## config.mk

```make
export PLATFORM = sky130hd
export DESIGN_NAME = mcfe_merge
export DESIGN_NICKNAME = d
export VERILOG_FILES = /design/src/rtl/core/mit_command_frame_encoder_top_defines.svh /design/src/rtl/core/mcfe_pkg.sv /design/src/rtl/core/mcfe_merge.sv
export SDC_FILE = /design/constraint.sdc
export NUM_CORES = 1
export LEC_CHECK = 0
export BUFFER_PORTS_ARGS = -buffer_cell sky130_fd_sc_hd__buf_2
export CORE_ASPECT_RATIO = 1.4
export CORE_MARGIN = 3
export CORE_UTILIZATION = 28
export DETAILED_ROUTE_END_ITERATION = 6
export GPL_ROUTABILITY_DRIVEN = 0
export PLACE_DENSITY_LB_ADDON = 0.05
export SETUP_SLACK_MARGIN = 0.2
export SYNTH_ARGS = -nofsm -noshare
export SYNTH_HDL_FRONTEND = slang
export SYNTH_SLANG_ARGS = --single-unit
```

## constraint.sdc

```tcl
create_clock -name clk -period 1.4 [get_ports clk]
set_clock_uncertainty 0.05 [all_clocks]
set_input_delay 0.14 -clock clk [delete_from_list [all_inputs] [get_ports clk]]
set_output_delay 0.14 -clock clk [all_outputs]
set_load 0.03 [all_outputs]
```

## src/rtl/core/mit_command_frame_encoder_top_defines.svh

```systemverilog
// Assertion macros for the motor command frame encoder.
// Used by the top level; expects clk and rst_n in scope.
`ifndef MIT_COMMAND_FRAME_ENCODER_TOP_DEFINES_SVH
`define MIT_COMMAND_FRAME_ENCODER_TOP_DEFINES_SVH

// Same-cycle implication, checked out of reset.
`define MCFE_ASSERT_IMP(lbl, ante, cons) \
  lbl: assert property (@(posedge clk) disable iff (!rst_n) (ante) |-> (cons)) \
    else $error("mcfe check failed");

// Next-cycle implication, checked out of reset.
`define MCFE_ASSERT_NXT(lbl, ante, cons) \
  lbl: assert property (@(posedge clk) disable iff (!rst_n) (ante) |=> (cons)) \
    else $error("mcfe check failed");

`endif

```

## src/rtl/core/mcfe_pkg.sv

```systemverilog
// Shared types and constants of the motor command frame encoder.
// No dependencies.
package mcfe_pkg;

  localparam int POS_CODE_W  = 16;
  localparam int GAIN_CODE_W = 12;
  localparam int VAL_W       = 17;
  localparam int RNG_W       = 16;
  localparam int DIV_STEPS   = RNG_W;
  localparam int LANE_STAGES = DIV_STEPS + 2;
  localparam int ID_W        = 11;
  localparam int LIM_W       = 15;
  localparam int ADDR_W      = 5;
  localparam int DATA_W      = 32;
  localparam int PAYLOAD_W   = 64;
  localparam int NUM_LANES   = 5;

  localparam int MODE_ID_OFFSET_DEF = 0;

  localparam logic [ID_W-1:0]  BASE_ID_RST      = 11'd1;
  localparam logic [LIM_W-1:0] POS_LIMIT_RST    = 15'd12800;
  localparam logic [LIM_W-1:0] VEL_LIMIT_RST    = 15'd1920;
  localparam logic [LIM_W-1:0] TORQUE_LIMIT_RST = 15'd640;
  localparam logic [LIM_W-1:0] STIFF_LOW_RST    = 15'd0;
  localparam logic [LIM_W-1:0] STIFF_HIGH_RST   = 15'd32000;
  localparam logic [LIM_W-1:0] DAMP_LOW_RST     = 15'd0;
  localparam logic [LIM_W-1:0] DAMP_HIGH_RST    = 15'd20480;

  typedef enum logic [2:0] {
    REG_BASE_ID      = 3'd0,
    REG_POS_LIMIT    = 3'd1,
    REG_VEL_LIMIT    = 3'd2,
    REG_TORQUE_LIMIT = 3'd3,
    REG_STIFF_LOW    = 3'd4,
    REG_STIFF_HIGH   = 3'd5,
    REG_DAMP_LOW     = 3'd6,
    REG_DAMP_HIGH    = 3'd7
  } reg_idx_t;

  typedef struct packed {
    logic [ID_W-1:0]  base_id;
    logic [LIM_W-1:0] pos_limit;
    logic [LIM_W-1:0] vel_limit;
    logic [LIM_W-1:0] torque_limit;
    logic [LIM_W-1:0] stiff_low;
    logic [LIM_W-1:0] stiff_high;
    logic [LIM_W-1:0] damp_low;
    logic [LIM_W-1:0] damp_high;
  } cfg_t;

endpackage

```

## src/rtl/core/mcfe_merge.sv

```systemverilog
// Merge stage: packs lane codes into the frame and holds the result register.
// Depends on mcfe_pkg.
module mcfe_merge #(
  parameter int MODE_ID_OFFSET = mcfe_pkg::MODE_ID_OFFSET_DEF
) (
  input  logic                                clk,
  input  logic                                rst_n,
  input  logic                                lane_valid,
  input  logic [mcfe_pkg::ID_W-1:0]           base_id,
  input  logic [mcfe_pkg::POS_CODE_W-1:0]     pos_code,
  input  logic [mcfe_pkg::GAIN_CODE_W-1:0]    vel_code,
  input  logic [mcfe_pkg::GAIN_CODE_W-1:0]    kp_code,
  input  logic [mcfe_pkg::GAIN_CODE_W-1:0]    kd_code,
  input  logic [mcfe_pkg::GAIN_CODE_W-1:0]    tq_code,
  input  logic [mcfe_pkg::NUM_LANES-1:0]      lane_clip,
  output logic                                take,
  output logic                                out_valid,
  input  logic                                out_ready,
  output logic [mcfe_pkg::ID_W-1:0]           out_can_id,
  output logic [mcfe_pkg::PAYLOAD_W-1:0]      out_payload,
  output logic                                out_clipped
);

  logic                           out_valid_r;
  logic [mcfe_pkg::ID_W-1:0]      can_id_r;
  logic [mcfe_pkg::PAYLOAD_W-1:0] payload_r;
  logic                           clipped_r;

  assign take = !out_valid_r || out_ready;

  always_ff @(posedge clk) begin
    if (!rst_n) begin
      out_valid_r <= 1'b0;
    end else if (take) begin
      out_valid_r <= lane_valid;
    end
  end

  always_ff @(posedge clk) begin
    if (take) begin
      can_id_r  <= base_id + mcfe_pkg::ID_W'(MODE_ID_OFFSET);
      payload_r <= {pos_code, vel_code, kp_code, kd_code, tq_code};
      clipped_r <= |lane_clip;
    end
  end

  assign out_valid   = out_valid_r;
  assign out_can_id  = can_id_r;
  assign out_payload = payload_r;
  assign out_clipped = clipped_r;

endmodule

```

* After elaboration in Yosys (flattened, before gate mapping)
Index checks and enable logic that the tools add are counted.
** Storage, ports and cells
- Output and inout port bits :: 78
- Word-level logic and storage cells :: 7
- Flip-flop bits (word level) :: 77
** Operators by class
- Reductions and logical operators :: 3
** Operator list (count)
- $reduce_or A5 Y1 :: 1
- $logic_not A1 Y1 :: 1
- $logic_or A1 B1 Y1 :: 1

* Logic depth before layout (Yosys ltp)
- Depth after elaboration :: 2
- Mapped depth :: 2

* Worst setup path after synthesis
OpenSTA, ideal clock, no wires.
- Path kind :: register to register
- Start :: reg out_valid_r, in the netlist out_valid
- End :: reg can_id_r (netlist bit out_can_id[0]) (enable)
- Library setup time :: 0.442 ns
- Stages on the path, launching flop included :: 2
- Path buffers :: 0
- Period minus slack after synthesis :: 1.550 ns
- Path slack :: -0.150 ns
- Data arrival time :: 1.058 ns
- Cell sequence :: dfxtp_1 -> nand2b_4
** Between the ends
- Cells in the longest elaborated chain, start to end :: 2
** Ends and longest elaborated chain
- start, declared :: RTL line mcfe_merge.sv:24 : logic out_valid_r;
- start signal, assigned :: RTL line mcfe_merge.sv:35 : out_valid_r <= lane_valid;
- $logic_not A1 Y1 :: RTL line mcfe_merge.sv:29 : assign take = !out_valid_r || out_ready;
- $logic_or A1 B1 Y1 :: RTL line mcfe_merge.sv:29
- named net take :: RTL line mcfe_merge.sv:16 : output logic take,
- end signal, assigned :: RTL line mcfe_merge.sv:41 : can_id_r <= base_id + mcfe_pkg::ID_W'(MODE_ID_OFFSET);
- end, declared :: RTL line mcfe_merge.sv:25 : logic [mcfe_pkg::ID_W-1:0] can_id_r;
The timed path passes the listed nets, and every way through them passes these cells.
A chain may end at the register's enable or synchronous reset.

* Worst setup path in the final report
- Start :: reg out_valid_r, in the netlist out_valid
- End :: reg can_id_r (netlist bit out_can_id[9]) (enable)
** Between the ends
- Cells in the longest elaborated chain, start to end :: 2
** Ends and longest elaborated chain (RTL line)
- $logic_not A1 Y1 :: mcfe_merge.sv:29
- $logic_or A1 B1 Y1 :: mcfe_merge.sv:29
Every way passes these cells.

==> metrics.json <==
{
  "critical_path_peak_fanout": {"value": 36},
  "synthesis.area": {"value": 2340, "unit": "um^2"},
  "core": {"value": 7940, "unit": "um^2"},
  "cp-end-kind": {"value": "flip-flop"},
  "synth.distinct_cells": {"value": 8},
  "grt_pass1_vias": {"value": 1928},
  "clkLatencyLatePin": {"value": 0.34, "unit": "ns"},
  "final_period_minus_worst_setup_slack": {"value": 1.13, "unit": "ns"},
  "cts_made_buffers": {"value": 9},
  "num_vias": {"value": 1777},
  "rsz0062_at_grt": {"value": "false"},
  "number_of_nets_still_failing_antenna_checks_after_routing": {"value": 0},
  "area_growth": {"value": 86.0, "unit": "%"},
  "yosys_warnings": {"value": 0},
  "synth.net_count": {"value": 167},
  "dpl_worst_slack": {"value": 0.262, "unit": "ns"},
  "fin_crit_sh": {"value": 80.9, "unit": "%"},
  "final_common_cell": {"value": "sky130_fd_sc_hd__buf_2"},
  "post_dp_cell_area": {"value": 3320, "unit": "um^2"},
  "worst_ep_arrival_time": {"value": 1.12, "unit": "ns"},
  "post_drt_via_cell_ratio": {"value": 3.98},
  "grt_first_pass_wirelength": {"value": 9.49, "unit": "mm"},
  "static-leakage-power": {"value": 1.92, "unit": "nW"},
  "grt-ovfl-total": {"value": 0},
  "grt_start_max_net_pins": {"value": 37},
  "finalHoldViolCount": {"value": 0},
  "clk_pin_slew_worst_paths": {"value": 0.07, "unit": "ns"},
  "worstMarginPinSlew": {"value": 0.199, "unit": "ns"},
  "hold_path_class": {"value": "in -> reg"},
  "r2r_start": {"value": "out_valid"},
  "post-route-worst-setup-slack": {"value": 0.267, "unit": "ns"},
  "std_cell_rows": {"value": 38},
  "crit_start": {"value": "out_valid"},
  "setup_viol": {"value": 0},
  "port_buffer_cells": {"value": 161},
  "detail_route.first_pass.iterations": {"value": 2},
  "cap_viol_max_count": {"value": 0},
  "antenna_cell_count": {"value": 0},
  "post_synth_inst_count": {"value": 83},
  "total_grt_usage": {"value": 13.5, "unit": "%"},
  "tns": {"value": 0, "unit": "ns"},
  "die_y": {"value": 114, "unit": "um"},
  "fin_nets": {"value": 425},
  "clock-root-buffer": {"value": "sky130_fd_sc_hd__clkbuf_8"},
  "min_from": {"value": "lane_clip[3]"},
  "status": {"value": "finished, final reports clean"},
  "detail_route.drc_violations": {"value": 0},
  "synth_area_per_cell": {"value": 28.2, "unit": "um^2"},
  "finalMaxSlewViolations": {"value": 0},
  "dieArea": {"value": 9520, "unit": "um^2"},
  "power_density": {"value": 1220, "unit": "nW/um^2"},
  "clock_sinks": {"value": 77},
  "post-route-cell-area": {"value": 4360, "unit": "um^2"},
  "start_util": {"value": 29.5, "unit": "%"},
  "timing.fmax": {"value": 883, "unit": "MHz"},
  "detailedRoute.firstIterationViolations": {"value": 47},
  "final_cell_mix": {"value": "160 x sky130_fd_sc_hd__buf_2, 81 x sky130_fd_sc_hd__dlygate4sd3_1, 76 x sky130_fd_sc_hd__edfxtp_1"},
  "clock_tree.htree_level_count": {"value": 3},
  "antenna_found_initial": {"value": 0},
  "fraction_of_layout_cells_with_a_size_suffix_above_1": {"value": 52.6, "unit": "%"},
  "critPathLaunchType": {"value": "flip-flop"},
  "floorplan.io_pins": {"value": 162},
  "wire_per_inst": {"value": 13.9, "unit": "um"},
  "cts-root-to-sink-buffers": {"value": 2},
  "totalWireLength": {"value": 6.19, "unit": "mm"},
  "ir_drop": {"value": 0.000638, "unit": "V"},
  "rrSetupSlack": {"value": 0.27, "unit": "ns"},
  "tritoncts": {"value": "yes"},
  "synth.ff_latch_count": {"value": 77},
  "slew_headroom": {"value": 86.8, "unit": "%"},
  "finalPower": {"value": 5.30, "unit": "mW"},
  "dieWidth": {"value": 83.3, "unit": "um"},
  "path_type_of_the_worst_setup_path": {"value": "reg -> reg"},
  "required": {"value": 1.38, "unit": "ns"},
  "final_core_utilization": {"value": 54.9, "unit": "%"},
  "ys_seq_area_share": {"value": 98.2, "unit": "%"}
}
[power by group]
group	leakage, nW	internal [mW]	switching, mW
combinational	1.02	0.348	0.479
sequential	0.794	2.70	0.0338
clock	0.105	0.986	0.749
[logic make-up (layout without fill, tap and decap cells)]
group	after synthesis	in the layout	synth area share, %
AOI/OAI and AO/OA	1	1	0.480
buffers and inverters	1	264	0.160
DFF	77	77	98.2
and+or+nand+nor	4	4	1.12
[Yosys cell counts]
| master | count | share of area, % |
|---|---|---|
| sky130_fd_sc_hd__edfxtp_1 | 76 | 97 |
| sky130_fd_sc_hd__a21boi_2 | 1 | 0.48 |
| sky130_fd_sc_hd__dfxtp_1 | 1 | 0.85 |
| sky130_fd_sc_hd__inv_1 | 1 | 0.16 |
| sky130_fd_sc_hd__nand2_1 | 1 | 0.16 |
| sky130_fd_sc_hd__nand2b_4 | 1 | 0.59 |
| sky130_fd_sc_hd__nor2_1 | 1 | 0.16 |
| sky130_fd_sc_hd__nor3_1 | 1 | 0.21 |
[flip-flops by register name, summed over array words and instances (netlist names)]
register / count
out_can_id: 11
out_payload: 64
out_valid: 1
out_clipped: 1
[per-layer routing]
metal,GRT usage [%],up-vias,wire [um]
met1,12.6,816,2040
li1,-,848,-
met5,0,-,0
met2,24.0,100,3330
met3,6.84,13,652
met4,6.98,0,167
[through the flow]
stage	cells	hold slack, ns
after floorplan	83	0.189
after global placement	346	0.266
after detailed placement	346	0.268
after CTS	446	0.000395
after global routing	446	0.0318
final	446	0.0352
[area by class of cell]
class                           instances  area, um^2
Clock buffer                           10         128
Clock inverter                          6        77.6
Fill cell                             669        3580
Inverter                                1        3.75
Multi-Input combinational cell          5        37.5
Sequential cell                        77        2310
Tap cell                              100         125
Timing Repair Buffer                  247        1680
[repair_timing]
action,4_1_cts,5_1_grt
setup endpoints to repair,1,0
endpoints found under the hold margin,77,0
resized for setup,1,0
setup buffers,3,0
hold buffers,81,0
[worst paths after layout]
kind	to	cells past startpoint
max	out_can_id[9]	3
min	out_clipped	3
max reg2reg	out_can_id[9]	3
min reg2reg	out_payload[44]	2
[worst max-delay path: stages (launching register included)]
cell and delay (ns):
sky130_fd_sc_hd__dfxtp_4 0.35, sky130_fd_sc_hd__nand2b_4 0.08, sky130_fd_sc_hd__buf_4 0.12, sky130_fd_sc_hd__buf_12 0.20
No activity file was read; power rests on OpenSTA's default activity.
