$ cat config.mk
export PLATFORM = sky130hd
export DESIGN_NAME = mcfe_lane
export DESIGN_NICKNAME = d
export VERILOG_FILES = /design/src/rtl/core/mit_command_frame_encoder_top_defines.svh /design/src/rtl/core/mcfe_pkg.sv /design/src/rtl/core/mcfe_lane.sv
export SDC_FILE = /design/constraint.sdc
export NUM_CORES = 2
export LEC_CHECK = 0
export BUFFER_PORTS_ARGS = -buffer_cell sky130_fd_sc_hd__buf_4
export CAP_MARGIN = 0
export CELL_PAD_IN_SITES_DETAIL_PLACEMENT = 1
export CELL_PAD_IN_SITES_GLOBAL_PLACEMENT = 1
export CORE_ASPECT_RATIO = 1.25
export CORE_MARGIN = 2
export CORE_UTILIZATION = 40
export DETAILED_ROUTE_END_ITERATION = 12
export MAX_ROUTING_LAYER = met4
export PLACE_DENSITY_LB_ADDON = 0.1
export SETUP_SLACK_MARGIN = 0.5
export SYNTH_ARGS = -nofsm -noshare
export SYNTH_HDL_FRONTEND = slang
export SYNTH_SLANG_ARGS = --single-unit
$ cat constraint.sdc
create_clock -name clk -period 6.5 [get_ports clk]
set_input_delay 1.3 -clock clk [delete_from_list [all_inputs] [get_ports clk]]
set_output_delay 1.3 -clock clk [all_outputs]
set_load 0.02 [all_outputs]
$ cat src/rtl/core/mit_command_frame_encoder_top_defines.svh
// Assertion macros for the motor command frame encoder.
// Used by the top level; expects clk and rst_n in scope.
`ifndef MIT_COMMAND_FRAME_ENCODER_TOP_DEFINES_SVH
`define MIT_COMMAND_FRAME_ENCODER_TOP_DEFINES_SVH

// Same-cycle implication, checked out of reset.
`define MCFE_ASSERT_IMP(lbl, ante, cons) \
  lbl: assert property (@(posedge clk) disable iff (!rst_n) (ante) |-> (cons)) \
    else $error("mcfe check failed");

// Next-cycle implication, checked out of reset.
`define MCFE_ASSERT_NXT(lbl, ante, cons) \
  lbl: assert property (@(posedge clk) disable iff (!rst_n) (ante) |=> (cons)) \
    else $error("mcfe check failed");

`endif

$ cat src/rtl/core/mcfe_pkg.sv
// Shared types and constants of the motor command frame encoder.
// No dependencies.
package mcfe_pkg;

  localparam int POS_CODE_W  = 16;
  localparam int GAIN_CODE_W = 12;
  localparam int VAL_W       = 17;
  localparam int RNG_W       = 16;
  localparam int DIV_STEPS   = RNG_W;
  localparam int LANE_STAGES = DIV_STEPS + 2;
  localparam int ID_W        = 11;
  localparam int LIM_W       = 15;
  localparam int ADDR_W      = 5;
  localparam int DATA_W      = 32;
  localparam int PAYLOAD_W   = 64;
  localparam int NUM_LANES   = 5;

  localparam int MODE_ID_OFFSET_DEF = 0;

  localparam logic [ID_W-1:0]  BASE_ID_RST      = 11'd1;
  localparam logic [LIM_W-1:0] POS_LIMIT_RST    = 15'd12800;
  localparam logic [LIM_W-1:0] VEL_LIMIT_RST    = 15'd1920;
  localparam logic [LIM_W-1:0] TORQUE_LIMIT_RST = 15'd640;
  localparam logic [LIM_W-1:0] STIFF_LOW_RST    = 15'd0;
  localparam logic [LIM_W-1:0] STIFF_HIGH_RST   = 15'd32000;
  localparam logic [LIM_W-1:0] DAMP_LOW_RST     = 15'd0;
  localparam logic [LIM_W-1:0] DAMP_HIGH_RST    = 15'd20480;

  typedef enum logic [2:0] {
    REG_BASE_ID      = 3'd0,
    REG_POS_LIMIT    = 3'd1,
    REG_VEL_LIMIT    = 3'd2,
    REG_TORQUE_LIMIT = 3'd3,
    REG_STIFF_LOW    = 3'd4,
    REG_STIFF_HIGH   = 3'd5,
    REG_DAMP_LOW     = 3'd6,
    REG_DAMP_HIGH    = 3'd7
  } reg_idx_t;

  typedef struct packed {
    logic [ID_W-1:0]  base_id;
    logic [LIM_W-1:0] pos_limit;
    logic [LIM_W-1:0] vel_limit;
    logic [LIM_W-1:0] torque_limit;
    logic [LIM_W-1:0] stiff_low;
    logic [LIM_W-1:0] stiff_high;
    logic [LIM_W-1:0] damp_low;
    logic [LIM_W-1:0] damp_high;
  } cfg_t;

endpackage

$ cat src/rtl/core/mcfe_lane.sv
// One encoding lane: range check, scale by the code span, pipelined divide.
// Depends on mcfe_pkg.
module mcfe_lane #(
  parameter int CODE_W = mcfe_pkg::GAIN_CODE_W
) (
  input  logic                              clk,
  input  logic [mcfe_pkg::LANE_STAGES-1:0]  en,
  input  logic signed [mcfe_pkg::VAL_W-1:0] x,
  input  logic signed [mcfe_pkg::VAL_W-1:0] lo,
  input  logic signed [mcfe_pkg::VAL_W-1:0] hi,
  output logic [CODE_W-1:0]                 code,
  output logic                              clip
);

  localparam int RW = mcfe_pkg::RNG_W;
  localparam int NS = mcfe_pkg::LANE_STAGES;
  localparam int DS = mcfe_pkg::DIV_STEPS;
  localparam logic [RW-1:0] FULL = RW'((64'd1 << CODE_W) - 64'd1);

  logic signed [mcfe_pkg::VAL_W-1:0] ofs_c;
  logic signed [mcfe_pkg::VAL_W-1:0] rng_c;
  logic [RW-1:0]   ofs0_r;
  logic [2*RW-1:0] prod1_r;
  logic [2*RW-1:0] w_r [DS];
  logic [RW-1:0]   d_r [NS-1];
  logic            z_r [NS];
  logic            o_r [NS];
  logic [2*RW-1:0] w_in [DS];
  logic [2*RW-1:0] w_nxt [DS];
  logic [RW:0]     t [DS];
  logic [RW:0]     dif [DS];
  logic            ge [DS];

  assign ofs_c = x - lo;
  assign rng_c = hi - lo;

  always_comb begin
    for (int k = 0; k < DS; k++) begin
      w_in[k]  = (k == 0) ? prod1_r : w_r[(k == 0) ? 0 : k-1];
      t[k]     = w_in[k][2*RW-1 -: RW+1];
      ge[k]    = t[k] >= {1'b0, d_r[k+1]};
      dif[k]   = t[k] - {1'b0, d_r[k+1]};
      w_nxt[k] = {(ge[k] ? dif[k][RW-1:0] : t[k][RW-1:0]), w_in[k][RW-2:0], ge[k]};
    end
  end

  always_ff @(posedge clk) begin
    if (en[0]) begin
      ofs0_r <= ofs_c[RW-1:0];
      d_r[0] <= rng_c[RW-1:0];
      z_r[0] <= (hi <= lo) || (x < lo);
      o_r[0] <= x > hi;
    end
    if (en[1]) begin
      prod1_r <= (2*RW)'(ofs0_r) * (2*RW)'(FULL);
      d_r[1]  <= d_r[0];
      z_r[1]  <= z_r[0];
      o_r[1]  <= o_r[0];
    end
    for (int k = 0; k < DS; k++) begin
      if (en[k+2]) begin
        w_r[k]   <= w_nxt[k];
        z_r[k+2] <= z_r[k+1];
        o_r[k+2] <= o_r[k+1];
      end
    end
    for (int k = 0; k < DS - 1; k++) begin
      if (en[k+2]) begin
        d_r[k+2] <= d_r[k+1];
      end
    end
  end

  assign clip = z_r[NS-1] || o_r[NS-1];

  always_comb begin
    if (z_r[NS-1]) begin
      code = '0;
    end else if (o_r[NS-1]) begin
      code = FULL[CODE_W-1:0];
    end else begin
      code = w_r[DS-1][CODE_W-1:0];
    end
  end

endmodule

# Word level (Yosys, flattened, before mapping)
# Memories as Yosys holds them, arrays and structs flattened.
# Index checks and enable logic that the tools add are counted.
[op_classes]
addsub = 18
multipliers = 1
order_cmp = 19
mux = 54
reduce_logical = 2
[op_table]
columns = ["operator", "n"]
rows = [
  ["16-bit subtractor", 17],
  ["16-bit 2-to-1 mux", 16],
  ["17-bit by 16-bit greater-or-equal comparator with 1-bit output", 15],
  ["1-bit 2-to-1 mux", 36],
  ["16-bit by 12-bit multiplier with 28-bit output, second input constant", 1],
  ["12-bit 2-to-1 mux", 2],
  ["17-bit greater-than comparator", 1],
  ["17-bit <= comparator", 1],
  ["17-bit < comparator", 1],
  ["13-bit by 16-bit greater-or-equal comparator with 1-bit output", 1],
  ["13-bit by 16-bit subtractor with 16-bit output", 1],
  ["1-bit logical OR", 2],
]
[totals]
ff_bits = 44
mem_bits_rw = 820
wordCells = 100
memories = 4
[mem_list]
columns = ["name", "depth", "word_bits", "rd", "rd_ports_with_merged_regs", "write_ports", "line", "rtl"]
rows = [
  ["w_r", 16, 32, 16, 0, 16, "mcfe_lane.sv:24", "logic [2*RW-1:0] w_r [DS];"],
  ["d_r", 17, 16, 17, 0, 17, "mcfe_lane.sv:25", "logic [RW-1:0] d_r [NS-1];"],
  ["o_r", 18, 1, 18, 0, 18, "mcfe_lane.sv:27", "logic o_r [NS];"],
  ["z_r", 18, 1, 18, 0, 18, "mcfe_lane.sv:26", "logic z_r [NS];"],
]

# Longest topological paths before layout
# An unclocked memory read counts as a cell.
[logic_depth]
ltp_word = 3
depth_mapped = 21

# Least setup slack after synthesis
# Ideal clock, no wire load.
[synth_path]
kind = "reg2reg"
from = "register ofs0_r[0]"
to = "register prod1_r[26] (data pin)"
setup_ns = 0.257
t_arrival_ns = 5.161
required_time_ns = 6.243
path_slack_ns = 1.082
path_stages_with_launch = 19
n_path_buf = 0
synth_period_minus_slack_ns = 5.418
path_cell_list = "edfxtp_1 inv_1 fa_1 inv_1 fa_1 fa_1 fa_1 inv_1 fa_1 inv_1 ha_1 a2111o_1 o21ai_1 a21oi_1 o21a_1 o21a_1 or2_1 a41o_1 xor2_1"
[synth_between]
elab_chain_len = 1
[synth_rtl]
columns = ["element", "line", "rtl"]
rows = [
  ["start: declaration", "mcfe_lane.sv:22", "logic [RW-1:0] ofs0_r;"],
  ["start signal: assignment", "mcfe_lane.sv:49", "ofs0_r <= ofs_c[RW-1:0];"],
  ["16-bit by 12-bit multiplier with 28-bit output", "mcfe_lane.sv:55", "prod1_r <= (2*RW)'(ofs0_r) * (2*RW)'(FULL);"],
  ["end signal: assignment", "mcfe_lane.sv:55", ""],
  ["end: declaration", "mcfe_lane.sv:23", "logic [2*RW-1:0] prod1_r;"],
]
# No other way between the ends.
# A chain may end at the register's enable or synchronous reset.

# Final worst setup path
[layout_path]
from = "register ofs0_r[5]"
to = "register prod1_r[26] (data pin)"
# Same word-level chain as after synthesis.

==> impl_metrics.toml <==
[die]
die_x_um = 300
initial_utilization_pct = 40.4
num_io_pins = 83
die_h_um = 374
core_mm2 = 0.109
row_count = 135
die_area_mm2 = 0.112

[logic_synthesis]
synth_edf_count = 790
synth.avg_cell_area_um2 = 12.2
synth_seq_cells = 790
synthCells = 3597
ys_warn_count = 0
yosysUniqueCellTypes = 85
ys_async_sr_fraction_pct = 0
synth_area_mm2 = 0.0439
synth.net_count = 4143
synth-main-ff-cell = "edfxtp_1"
synth_seq_area_share_pct = 54.0

[timing]
finalHoldViolCount = 0
worstMarginPinSlew_ns = 1.13
finalSetupTns_ns = 0
finalCritPeriodShare_pct = 88.8
relSlewSlack_pct = 24.5
fin_ws_ns = 0.728
fin_crit_ns = 5.77
max_freq_mhz = 173
slew_viol_final = 0
rsz0062_at_grt = "yes"
finalSetupViolCount = 0
finClkSkew_ns = 0.0253

[detailed_routing]
antenna_left = 0
first_iter_violations = 1127
vias = 26681
via_per_inst = 5.09
drt_first_pass_iters = 4
wl_per_cell_um = 19.2
drc = 0
wirelength_um = 101000

[setup_path]
cp_max_fo = 4
path_class = "reg -> reg"
critPathLaunchType = "register"
crit_buf_inv = 4
cpMostUsedCell = "fa_1"
cp_top_family = "adder cells"
path_cells = "fa_1, inv_1, fa_1, inv_1, fa_1, fa_1, inv_1, fa_1, inv_1, ha_1, a21oi_1, nand2_1, nor2_1, a21oi_1, o21a_1, o21a_1, or2_1, a41o_1, xor2_1"
slowest_delay_ns = 0.69
cp-end-kind = "register"
critPathRequiredTime_ns = 6.94
crit_arrival_ns = 6.21
cp_slowest_cell = "fa_1"

[final_layout]
drive_above_1_share_pct = 9.19
num-fill-cells = 11373
diodes = 0
area_growth_pct = 11.7
nets = 4281
design_area_mm2 = 0.0490

[cts]
postCtsHoldBufs = 0
numCtsBuffers = 84
clockRootBuffer = "clkbuf_16"
clkLatencyLatePin_ns = 0.70
htreeDepth = 3
clk_pin_slew_ns = 0.07
cts.sinks = 790
cts_buffer_depth = 3
cts_tree = "built"

[place]
port-buffer-count = 82
dpl-instance-area_mm2 = 0.0461
hpwlAfterDp_um = 78000
detailedPlace.worstSlack_ns = 0.479
gp_congestion = 0.832

[grt]
grt_overflow = 0
grt_pass1_wl_um = 160000
grt_max_degree = 50
grt_usage_pct = 18.7
grt_pass1_vias = 28395
antenna_found_initial = 0

[min_path]
min_path_type = "reg -> reg"

[run_status]
status = "completed"

[job]
drv_cap = 0
## cells in the final DEF (no fill, tap or decap), types with 35 or more instances in the layout
master,count
xnor2_1,131
a21oi_1,188
nand3_1,38
xor2_1,81
nor2b_1,63
nor2_1,233
nand2b_1,40
o21ai_0,181
nor3_1,65
edfxtp_1,790
mux2_2,85
inv_1,506
ha_1,362
a21o_1,99
buf_4,92
clkbuf_16,84
nand4_1,35
fa_1,112
o21a_1,42
nand2_1,188
## what timing repair did
item                                    CTS  global route
gates resized for setup                   1             4
pin swaps                                 0             1
hold endpoints to repair                  0             0
endpoints found under the setup margin    2             6
cloned                                    0             0
setup buffers                             0             4
## through the flow
| step | hold slack [ns] | instances | utilization [%] |
|---|---|---|---|
| 3_5_place_dp | 0.405 | 5083 | 42.5 |
| 5_1_grt | 0.396 | 5237 | 45.2 |
| 4_1_cts | 0.401 | 5233 | 45.1 |
| 6_report | 0.405 | 5237 | 45.2 |
| 3_3_place_gp | 0.400 | 5083 | 42.5 |
| 2_1_floorplan | 0.400 | 3597 | - |
## registers in the layout (all words and copies together), names as in the netlist
register and count:
ofs0_r 16, d_r 272, w_r 438, o_r 18, z_r 18, prod1_r 28
## cells in the mapped netlist (6+ instances only)
library cell / count / area share (%)
ha_1: 362 / 10
buf_4: 6 / 0.10
buf_2: 13 / 0.15
inv_1: 506 / 4.3
mux2i_1: 13 / 0.30
a311oi_1: 7 / 0.14
a31oi_1: 24 / 0.34
nand3_1: 38 / 0.43
o21ai_0: 181 / 2.1
o211ai_1: 14 / 0.24
a31o_2: 11 / 0.22
nand2_1: 188 / 1.6
fa_1: 114 / 5.2
mux2_4: 8 / 0.27
xor2_1: 81 / 1.6
nor3_1: 65 / 0.74
a21oi_1: 188 / 2.1
o41ai_1: 7 / 0.14
a211oi_1: 14 / 0.24
o21a_1: 42 / 0.72
mux2_2: 85 / 2.2
xnor2_1: 131 / 2.6
a211o_1: 10 / 0.20
and3_1: 17 / 0.24
nor4_1: 14 / 0.20
nor2b_1: 63 / 0.90
o31ai_1: 24 / 0.41
and4_1: 8 / 0.16
nand3b_1: 8 / 0.14
nand4_1: 35 / 0.50
nand2b_1: 40 / 0.57
a21boi_0: 19 / 0.32
a21o_1: 99 / 1.7
edfxtp_1: 790 / 54
o21bai_1: 17 / 0.29
clkbuf_1: 15 / 0.13
o21ai_1: 14 / 0.16
o31a_1: 10 / 0.20
nor2_1: 233 / 2.0
## logic make-up after synthesis
group | after synthesis | synth area share (%)
buffers and inverters | 547 | 4.84
AO/OA/AOI/OAI | 731 | 10.7
flip-flops | 790 | 54.0
AND/OR/NAND/NOR | 735 | 7.93
XOR/XNOR | 212 | 4.23
multiplexers | 106 | 2.75
adder cells (fa/ha/maj) | 476 | 15.5
## layout make-up
type	count	area, um^2	share of cell area (%)
sequential	790	23700	48.4
multi-input combinational	2260	18100	36.9
clock buffer	99	2160	4.40
inverter	507	1900	3.88
tap	1438	1800	3.67
clock inverter	51	699	1.43
timing repair buffer	92	691	1.41
## per-layer routing
layer	global-route usage (%)	share of wire, %
met4	5.11	2.0
met1	20.7	40
met3	2.09	2.1
met5	-	0
met2	35.0	55
## worst paths after layout
kind / from / to / slack, ns / cells after the start
hold reg to reg: w_r[0][166] / w_r[0][199] / 0.40 / 0
setup reg to reg: ofs0_r[5] / prod1_r[26] / 0.73 / 19
setup / recovery: ofs0_r[5] / prod1_r[26] / 0.73 / 19
hold / removal: w_r[0][166] / w_r[0][199] / 0.40 / 0
Power is not shown: default switching activity piles up to over one toggle a cycle in this logic, so the estimate is an artifact.
